==> src/design/pmcb_pkg.sv <==
// ----------------------------------------------------------------------------
// pmcb_pkg: shared types and constants of the counter bank
// Opcodes, control word bits, register indexes and the structs that pass
// between the sequencer, the counter store and the top level.
// ----------------------------------------------------------------------------
package pmcb_pkg;

  typedef enum logic [2:0] {
    OP_READ   = 3'd0,
    OP_WRITE  = 3'd1,
    OP_SWINC  = 3'd2,
    OP_OVFSET = 3'd3,
    OP_CTRL   = 3'd4,
    OP_EVTYPE = 3'd5,
    OP_SYNC   = 3'd6
  } pmcb_op_e;

  typedef enum logic [2:0] {
    S_IDLE,
    S_READ,
    S_EXEC,
    S_INC,
    S_FIN
  } pmcb_state_e;

  // configuration register indexes
  localparam logic [1:0] CFG_IMPL = 2'd0;
  localparam logic [1:0] CFG_CEN  = 2'd1;
  localparam logic [1:0] CFG_IEN  = 2'd2;

  localparam logic [4:0] CYCLE_IDX = 5'd31;

  // control word bits
  localparam int unsigned CTRL_E  = 0;
  localparam int unsigned CTRL_P  = 1;
  localparam int unsigned CTRL_C  = 2;
  localparam int unsigned CTRL_LC = 6;

  localparam int unsigned TYPE_MAX_W = 16;

  typedef struct packed {
    logic [4:0]  impl_n;
    logic [31:0] cen;
    logic [31:0] ien;
  } pmcb_cfg_t;

  typedef struct packed {
    logic                  rd_en;
    logic [4:0]            rd_addr;
    logic                  cnt_we;
    logic                  ty_we;
    logic [4:0]            wr_addr;
    logic [31:0]           cnt_wdata;
    logic [TYPE_MAX_W-1:0] ty_wdata;
    logic                  clr;
  } pmcb_store_req_t;

  typedef struct packed {
    logic [31:0]           cnt;
    logic [TYPE_MAX_W-1:0] ty;
  } pmcb_store_rsp_t;

  typedef struct packed {
    logic        chg;
    logic        irq;
    logic [31:0] ovf;
    logic [63:0] rv;
  } pmcb_res_t;

endpackage

==> src/design/pmcb_store.sv <==
// ----------------------------------------------------------------------------
// pmcb_store: event counter and event type memories
// One write port and one registered read port per memory. Valid bits make
// unwritten or cleared entries read as zero.
// ----------------------------------------------------------------------------
module pmcb_store
  import pmcb_pkg::*;
#(
  parameter int unsigned EVENT_COUNTERS   = 31,
  parameter int unsigned EVENT_TYPE_WIDTH = 10
) (
  input  logic            clk_i,
  input  logic            rst_ni,
  input  pmcb_store_req_t req_i,
  output pmcb_store_rsp_t rsp_o
);

  localparam int unsigned AW = (EVENT_COUNTERS > 1) ? $clog2(EVENT_COUNTERS) : 1;

  logic [31:0]                 cnt_mem [EVENT_COUNTERS];
  logic [EVENT_TYPE_WIDTH-1:0] ty_mem  [EVENT_COUNTERS];
  logic [EVENT_COUNTERS-1:0]   cnt_vld_q;
  logic [EVENT_COUNTERS-1:0]   ty_vld_q;
  logic [31:0]                 cnt_rd_q;
  logic [EVENT_TYPE_WIDTH-1:0] ty_rd_q;
  logic                        cnt_rd_vld_q;
  logic                        ty_rd_vld_q;

  logic [AW-1:0] wa;
  logic [AW-1:0] ra;

  assign wa = req_i.wr_addr[AW-1:0];
  assign ra = req_i.rd_addr[AW-1:0];

  always_ff @(posedge clk_i) begin
    if (req_i.cnt_we) begin
      cnt_mem[wa] <= req_i.cnt_wdata;
    end
    if (req_i.ty_we) begin
      ty_mem[wa] <= req_i.ty_wdata[EVENT_TYPE_WIDTH-1:0];
    end
    if (req_i.rd_en) begin
      cnt_rd_q <= cnt_mem[ra];
      ty_rd_q  <= ty_mem[ra];
    end
  end

  always_ff @(posedge clk_i or negedge rst_ni) begin
    if (!rst_ni) begin
      cnt_vld_q    <= '0;
      ty_vld_q     <= '0;
      cnt_rd_vld_q <= 1'b0;
      ty_rd_vld_q  <= 1'b0;
    end else begin
      // a clear drops every event counter at once
      if (req_i.clr) begin
        cnt_vld_q <= '0;
      end else if (req_i.cnt_we) begin
        cnt_vld_q[wa] <= 1'b1;
      end
      if (req_i.ty_we) begin
        ty_vld_q[wa] <= 1'b1;
      end
      if (req_i.rd_en) begin
        cnt_rd_vld_q <= cnt_vld_q[ra];
        ty_rd_vld_q  <= ty_vld_q[ra];
      end
    end
  end

  assign rsp_o.cnt = cnt_rd_vld_q ? cnt_rd_q : 32'd0;
  assign rsp_o.ty  = ty_rd_vld_q ?
                     TYPE_MAX_W'(ty_rd_q) : {TYPE_MAX_W{1'b0}};

endmodule

==> src/design/pmcb_seq.sv <==
// ----------------------------------------------------------------------------
// pmcb_seq: access sequencer with the shared increment unit
// Executes one access at a time, walks the event counters for a software
// increment and forms the result word with the interrupt level.
// ----------------------------------------------------------------------------
module pmcb_seq
  import pmcb_pkg::*;
#(
  parameter int unsigned EVENT_COUNTERS = 31
) (
  input  logic            clk_i,
  input  logic            rst_ni,
  input  pmcb_cfg_t       cfg_i,
  input  logic            in_valid_i,
  output logic            in_ready_o,
  input  logic [2:0]      in_op_i,
  input  logic [4:0]      in_idx_i,
  input  logic [63:0]     in_data_i,
  output pmcb_store_req_t req_o,
  input  pmcb_store_rsp_t rsp_i,
  output logic            res_valid_o,
  input  logic            res_ready_i,
  output pmcb_res_t       res_o
);

  localparam logic [4:0] LAST_IDX = 5'(EVENT_COUNTERS - 1);
  localparam logic [4:0] NUM_EVT  = 5'(EVENT_COUNTERS);

  pmcb_state_e state_q, state_d;
  pmcb_op_e    op_q, op_d;
  logic [4:0]  idx_q, idx_d;
  logic [63:0] data_q, data_d;
  logic [4:0]  walk_q, walk_d;
  logic [63:0] rv_q, rv_d;
  logic [63:0] cyc_q, cyc_d;
  logic [31:0] ovf_q, ovf_d;
  logic        en_q, en_d;
  logic        lc_q, lc_d;
  logic        irq_q, irq_d;

  logic [31:0] inc_mask;
  logic [31:0] cnt_inc;
  logic        inc_hit;
  logic [31:0] valid_mask;
  logic        irq_new;
  logic        evt_present;

  assign inc_mask    = data_q[31:0];
  assign cnt_inc     = rsp_i.cnt + 32'd1;
  assign inc_hit     = inc_mask[walk_q] && (rsp_i.ty == '0) && cfg_i.cen[walk_q];
  assign valid_mask  = ~(32'hffff_ffff << cfg_i.impl_n) | 32'h8000_0000;
  assign irq_new     = en_q && ((ovf_q & cfg_i.cen & cfg_i.ien & valid_mask) != 32'd0);
  assign evt_present = idx_q < NUM_EVT;

  always_ff @(posedge clk_i or negedge rst_ni) begin
    if (!rst_ni) begin
      state_q <= S_IDLE;
      cyc_q   <= '0;
      ovf_q   <= '0;
      en_q    <= 1'b0;
      lc_q    <= 1'b0;
      irq_q   <= 1'b0;
    end else begin
      state_q <= state_d;
      cyc_q   <= cyc_d;
      ovf_q   <= ovf_d;
      en_q    <= en_d;
      lc_q    <= lc_d;
      irq_q   <= irq_d;
    end
  end

  always_ff @(posedge clk_i) begin
    op_q   <= op_d;
    idx_q  <= idx_d;
    data_q <= data_d;
    walk_q <= walk_d;
    rv_q   <= rv_d;
  end

  always_comb begin
    state_d     = state_q;
    op_d        = op_q;
    idx_d       = idx_q;
    data_d      = data_q;
    walk_d      = walk_q;
    rv_d        = rv_q;
    cyc_d       = cyc_q;
    ovf_d       = ovf_q;
    en_d        = en_q;
    lc_d        = lc_q;
    irq_d       = irq_q;
    req_o       = '0;
    in_ready_o  = 1'b0;
    res_valid_o = 1'b0;
    res_o.rv    = rv_q;
    res_o.ovf   = ovf_q;
    res_o.irq   = irq_new;
    res_o.chg   = irq_new ^ irq_q;

    case (state_q)
      S_IDLE: begin
        in_ready_o = 1'b1;
        if (in_valid_i) begin
          op_d          = pmcb_op_e'(in_op_i);
          idx_d         = in_idx_i;
          data_d        = in_data_i;
          walk_d        = 5'd0;
          rv_d          = 64'd0;
          req_o.rd_en   = 1'b1;
          req_o.rd_addr = (in_op_i == OP_SWINC) ? 5'd0 : in_idx_i;
          if (in_op_i == OP_READ) begin
            state_d = S_READ;
          end else if (in_op_i == OP_SWINC) begin
            state_d = S_INC;
          end else begin
            state_d = S_EXEC;
          end
        end
      end
      S_READ: begin
        if (idx_q == CYCLE_IDX) begin
          rv_d = lc_q ? cyc_q : {32'd0, cyc_q[31:0]};
        end else if (evt_present) begin
          rv_d = {32'd0, rsp_i.cnt};
        end
        state_d = S_FIN;
      end
      S_EXEC: begin
        case (op_q)
          OP_WRITE: begin
            if (idx_q == CYCLE_IDX) begin
              cyc_d = data_q;
            end else if (evt_present) begin
              req_o.cnt_we    = 1'b1;
              req_o.wr_addr   = idx_q;
              req_o.cnt_wdata = data_q[31:0];
            end
          end
          OP_OVFSET: begin
            ovf_d = ovf_q | data_q[31:0];
          end
          OP_CTRL: begin
            en_d      = data_q[CTRL_E];
            lc_d      = data_q[CTRL_LC];
            req_o.clr = data_q[CTRL_P];
            if (data_q[CTRL_C]) begin
              cyc_d = 64'd0;
            end
          end
          OP_EVTYPE: begin
            if (evt_present) begin
              req_o.ty_we    = 1'b1;
              req_o.wr_addr  = idx_q;
              req_o.ty_wdata = data_q[TYPE_MAX_W-1:0];
            end
          end
          default: begin
          end
        endcase
        state_d = S_FIN;
      end
      S_INC: begin
        // update the counter read last cycle, fetch the next one
        if (inc_hit) begin
          req_o.cnt_we    = 1'b1;
          req_o.wr_addr   = walk_q;
          req_o.cnt_wdata = cnt_inc;
          if (cnt_inc == 32'd0) begin
            ovf_d[walk_q] = 1'b1;
          end
        end
        if (walk_q == LAST_IDX) begin
          state_d = S_FIN;
        end else begin
          req_o.rd_en   = 1'b1;
          req_o.rd_addr = walk_q + 5'd1;
          walk_d        = walk_q + 5'd1;
        end
      end
      S_FIN: begin
        res_valid_o = 1'b1;
        if (res_ready_i) begin
          irq_d   = irq_new;
          state_d = S_IDLE;
        end
      end
      default: begin
        state_d = S_IDLE;
      end
    endcase
  end

endmodule

==> src/design/perf_monitor_counter_bank_top.sv <==
// ----------------------------------------------------------------------------
// perf_monitor_counter_bank_top: performance monitor counter bank
// An access runs from the input word through the sequencer states to a
// registered output word; a software increment walks the event counters.
// Flow: one access at a time; the next word is taken once the last result
// leaves the sequencer, and the walk reads one counter per cycle.
// Reset clears all counters, types, flags and control state at once.
// ----------------------------------------------------------------------------
module perf_monitor_counter_bank_top
  import pmcb_pkg::*;
#(
  parameter int unsigned EVENT_COUNTERS   = 31,
  parameter int unsigned EVENT_TYPE_WIDTH = 10
) (
  input  logic         clk_i,
  input  logic         rst_ni,
  input  logic         cfg_we_i,
  input  logic [1:0]   cfg_idx_i,
  input  logic [31:0]  cfg_wdata_i,
  input  logic         s_axis_tvalid,
  output logic         s_axis_tready,
  // [2:0] opcode, [7:3] counter_index, [71:8] write_data
  input  logic [71:0]  s_axis_tdata,
  output logic         m_axis_tvalid,
  input  logic         m_axis_tready,
  // [63:0] read_value, [95:64] overflow_flags, [96] ovf_irq,
  // [97] irq_changed, [103:98] zero
  output logic [103:0] m_axis_tdata
);

  pmcb_cfg_t       cfg_q;
  pmcb_store_req_t req;
  pmcb_store_rsp_t rsp;
  pmcb_res_t       res;
  logic            res_valid;
  logic            res_ready;
  logic            out_valid_q;
  pmcb_res_t       out_q;

  always_ff @(posedge clk_i or negedge rst_ni) begin
    if (!rst_ni) begin
      cfg_q.impl_n <= 5'd31;
      cfg_q.cen    <= '0;
      cfg_q.ien    <= '0;
    end else if (cfg_we_i) begin
      case (cfg_idx_i)
        CFG_IMPL: cfg_q.impl_n <= cfg_wdata_i[4:0];
        CFG_CEN:  cfg_q.cen    <= cfg_wdata_i;
        CFG_IEN:  cfg_q.ien    <= cfg_wdata_i;
        default: begin
        end
      endcase
    end
  end

  pmcb_seq #(
    .EVENT_COUNTERS(EVENT_COUNTERS)
  ) u_seq (
    .clk_i      (clk_i),
    .rst_ni     (rst_ni),
    .cfg_i      (cfg_q),
    .in_valid_i (s_axis_tvalid),
    .in_ready_o (s_axis_tready),
    .in_op_i    (s_axis_tdata[2:0]),
    .in_idx_i   (s_axis_tdata[7:3]),
    .in_data_i  (s_axis_tdata[71:8]),
    .req_o      (req),
    .rsp_i      (rsp),
    .res_valid_o(res_valid),
    .res_ready_i(res_ready),
    .res_o      (res)
  );

  pmcb_store #(
    .EVENT_COUNTERS  (EVENT_COUNTERS),
    .EVENT_TYPE_WIDTH(EVENT_TYPE_WIDTH)
  ) u_store (
    .clk_i (clk_i),
    .rst_ni(rst_ni),
    .req_i (req),
    .rsp_o (rsp)
  );

  // hold the result word until the sink takes it
  assign res_ready = !out_valid_q || m_axis_tready;

  always_ff @(posedge clk_i or negedge rst_ni) begin
    if (!rst_ni) begin
      out_valid_q <= 1'b0;
    end else if (res_ready) begin
      out_valid_q <= res_valid;
    end
  end

  always_ff @(posedge clk_i) begin
    if (res_ready && res_valid) begin
      out_q <= res;
    end
  end

  assign m_axis_tvalid = out_valid_q;
  assign m_axis_tdata  = {6'd0, out_q};

endmodule

==> config.mk <==
export PLATFORM = sky130hd
export DESIGN_NAME = perf_monitor_counter_bank_top
export DESIGN_NICKNAME = d
export VERILOG_FILES = /design/src/design/pmcb_pkg.sv /design/src/design/pmcb_store.sv /design/src/design/pmcb_seq.sv /design/src/design/perf_monitor_counter_bank_top.sv
export SDC_FILE = /design/constraint.sdc
export NUM_CORES = 2
export LEC_CHECK = 0
export ABC_AREA = 1
export BUFFER_PORTS_ARGS = -buffer_cell sky130_fd_sc_hd__buf_2
export CAP_MARGIN = 15
export CORE_UTILIZATION = 25
export DETAILED_ROUTE_END_ITERATION = 16
export GPL_ROUTABILITY_DRIVEN = 0
export PLACE_DENSITY_LB_ADDON = 0.1
export SYNTH_ARGS = -nofsm -noshare
export SYNTH_HDL_FRONTEND = slang
export SYNTH_SLANG_ARGS = --single-unit
==> constraint.sdc <==
create_clock -name clk_i -period 5.75 [get_ports clk_i]
set_clock_uncertainty 0.05 [all_clocks]
set_input_delay 0.575 -clock clk_i [delete_from_list [all_inputs] [get_ports clk_i]]
set_output_delay 0.575 -clock clk_i [all_outputs]
set_load 0.01 [all_outputs]
==> reports/results.tsv <==
stage	metric	value	unit
floorplanning	start_util	25.2	%
clock_tree	cts.reportedPaths.clkPinSlew	0.06	ns
clock_tree	cts_tree	built	
power_and_ir_drop	pwr-share-comb	19.7	%
power_and_ir_drop	p_int	24.9	mW
status	status	complete, no violations	
synthesis	synth.avg_cell_area	12.2	sq um
synthesis	synth-edff-count	1583	
timing	max_slew.worst_pin.slew	1.13	ns
synthesis	synth_seq_area_share	71.2	%
final_layout	areaGrowthSynthToFinish	19.3	%
floorplanning	rows	200	
power_and_ir_drop	seq_power_share	44.5	%
timing	drv_slew	0	
floorplanning	die_h	550	um
drt	antenna_left	0	
drt	dr_total_vias	49300	
final_layout	layout-drive-gt1-share	16.4	%
setup_path	required	6.29	ns
clock_tree	clk_path_buf_depth	4	
drt	dr.pass1.iters	7	
min_path	hp-start	s_axis_tvalid	
power_and_ir_drop	power.density	404	nW/um^2
clock_tree	cts_hold_buf	107	
synthesis	synth_top_area_share	63.3	%
power_and_ir_drop	peakVddDrop	258	uV
synthesis	netlist_instances	6138	
power_and_ir_drop	p_clk_share	35.8	%
timing	hold_viol_final	0	
grt	grt_pass1_wl	372000	um
timing	min_period_over_period	74.4	%
timing	maxSlewHeadroom	24.4	%
clock_tree	postCtsSetupRepairBufs	0	
floorplanning	die_x	550	um
clock_tree	cts_inserted_buffers	213	
floorplanning	ios	217	
timing	setup_ws	1.47	ns
final_layout	final-seq-area	53400	sq um
grt	grt_pass1_vias	48900	
clock_tree	cts-root-buf	clkbuf_16	
drt	drt-total-wl	260000	um
final_layout	multiInputGateArea	18500	sq um
grt	overflow	0	
power_and_ir_drop	p_switching	11.2	mW
grt	grt_max_degree	147	
synthesis	ys_ff_latch	1819	
final_layout	most-common-layout-cells	edfxtp_1, nand2_1, o211ai_1	
clock_tree	cts-resized-gates	0	
min_path	holdPathStages	3	
timing	setup_viol	0	
timing	setup_tns	0	ns
synthesis	netlist_area	75000	sq um
setup_path	reg2reg_depth	16	
drt	vias_per_cell	4.65	
min_path	whs_endpoint	u_seq.state_q[0]	
min_path	min_path_type	primary input to flop	
setup_path	r2r-start	u_seq.walk_q[1]	
drt	wl_per_cell	24.5	um
synthesis	async_flop_share	13.0	%
flow_run	cap_violations	0	
place	portBuffers	210	
setup_path	crit_path_end_kind	flop	
place	hpwl	153000	um
final_layout	layout_commonest_cell	edfxtp_1	
final_layout	fin_nets	6611	
setup_path	rr_endpoint	u_store.cnt_rd_q[30]	
final_layout	fill_cells	30200	
timing	fin_crit	4.28	ns
synthesis	synthFlopType	edfxtp_1	
clock_tree	cts-htree-levels	4	
grt	grt_usage	16.9	%
floorplanning	fp.coreArea	298000	sq um
setup_path	worstPathArrival	4.82	ns
setup_path	cp-start-kind	flop	
place	place_ws	1.48	ns
drt	drt_iter0_markers	3776	
synthesis	ys_types	47	
setup_path	crit_type	flop to flop	
timing	max_freq	234	MHz
synthesis	yosysWarningCount	0	
drt	drc	0	
setup_path	crit_fanout	80	
timing	rsz0062_at_grt	no	
clock_tree	clk_latency	0.87	ns
synthesis	yosysTopAreaCell	edfxtp_1	
synthesis	synth.area.top_cells	edfxtp_1, dfrtp_1, o211ai_1	
grt	antenna_found_initial	6	
setup_path	r2r_slack	1.47	ns
power_and_ir_drop	leakage	31.3	nW
clock_tree	clkSinkCount	1819	
floorplanning	die_area	302000	sq um
power_and_ir_drop	swShare	31.1	%
[per-layer routing]
| layer | vias up | global-route usage (%) | wire length, um |
|---|---|---|---|
| li1 | 22700 | - | - |
| met1 | 25000 | 24.2 | 126000 |
| met2 | 1221 | 27.0 | 118000 |
| met3 | 330 | 2.12 | 10800 |
| met4 | 0 | 3.80 | 5480 |
| met5 | - | 0 | 0 |
[cell type report]
class,instances,area share (%)
Antenna cell,6,0.0168
Clock buffer,293,6.58
Clock inverter,92,0.710
Inverter,453,1.94
Multi-Input combinational cell,3481,20.6
Sequential cell,1819,59.7
Tap cell,3939,5.51
Timing Repair Buffer,526,4.89
[flip-flops by register name (all words and copies together) (netlist names), 64 cells and up]
| signal | count |
|---|---|
| u_seq.data_q | 64 |
| u_seq.rv_q | 64 |
| u_seq.cyc_q | 64 |
| u_store.ty_mem | 310 |
| cfg_q | 69 |
| m_axis_tdata | 98 |
| u_store.cnt_mem | 992 |
[per-stage QoR]
stage | total power, mW | util, % | cells | hold WS (ns) | area [sq um]
2_1_floorplan | 20.2 | - | 6143 | 0.229 | 75100
3_3_place_gp | 23.5 | 27.5 | 10100 | 0.351 | 81900
3_5_place_dp | 23.5 | 27.5 | 10100 | 0.355 | 81900
4_1_cts | 36.7 | 30.0 | 10600 | 0.0139 | 89400
5_1_grt | 37.7 | 30.0 | 10600 | 0.0684 | 89500
6_report | 36.1 | 30.0 | 10600 | 0.0869 | 89500
[power by group through the flow]
| stage | Sequential, mW | Clock, mW | Combinational (mW) |
|---|---|---|---|
| floorplan | 16.2 | 0 | 4.07 |
| global placement | 16.3 | 0 | 7.19 |
| detailed placement | 16.3 | 0 | 7.18 |
| CTS | 16.1 | 13.4 | 7.26 |
| global route | 16.1 | 13.8 | 7.84 |
| finish | 16.1 | 12.9 | 7.11 |
[cells in the mapped netlist, types with 14 or more instances]
cell      count
or2_1        36
edfxtp_1   1583
inv_1       436
buf_6        14
or2_2       224
nand4_1      58
buf_2       104
a21oi_1     142
inv_2        14
o21ai_1      39
clkbuf_1    208
o22ai_1     101
dfrtp_1     231
nand2_1    1038
o211ai_1    594
o21ai_0     434
buf_1        31
nand3_2      15
nor2_2       15
nor2_1      389
nand3_1     298
buf_4        33
[worst max path at each step]
stage,start,end,cells past startpoint
6_report,u_seq.walk_q[1],u_store.cnt_rd_q[30],16
4_1_cts,u_seq.walk_q[0],u_store.cnt_mem[7][21],16
3_5_place_dp,u_seq.walk_q[0],u_store.cnt_mem[7][19],16
3_3_place_gp,u_seq.walk_q[0],u_store.cnt_mem[7][19],15
2_1_floorplan,u_seq.state_q[0],m_axis_tdata[0],3
5_1_grt,u_seq.walk_q[0],u_store.cnt_mem[7][19],16
[logic make-up after synthesis]
kind of cell | synth area share (%)
flops | 71.2
simple gates | 12.6
xor+xnor | 0.0700
compound gates | 11.3
buf+inv | 4.70
fa+ha+maj | 0.100
other cells | 0.00500
[worst max-delay path, cell delays in order, from the launching register on]
cell      delay, ns
edfxtp_1       0.58
buf_4          0.31
ha_1           0.22
inv_1          0.07
nor2_2         0.05
nor2_2         0.18
inv_2          0.16
o21ai_4        0.51
inv_8          0.36
buf_12         0.32
buf_4          0.20
o211ai_1       0.10
o211ai_1       0.11
nand3_1        0.22
nand2_1        0.12
nand2_1        0.17
nand2_1        0.13
Power figures use the tool's default switching activity.
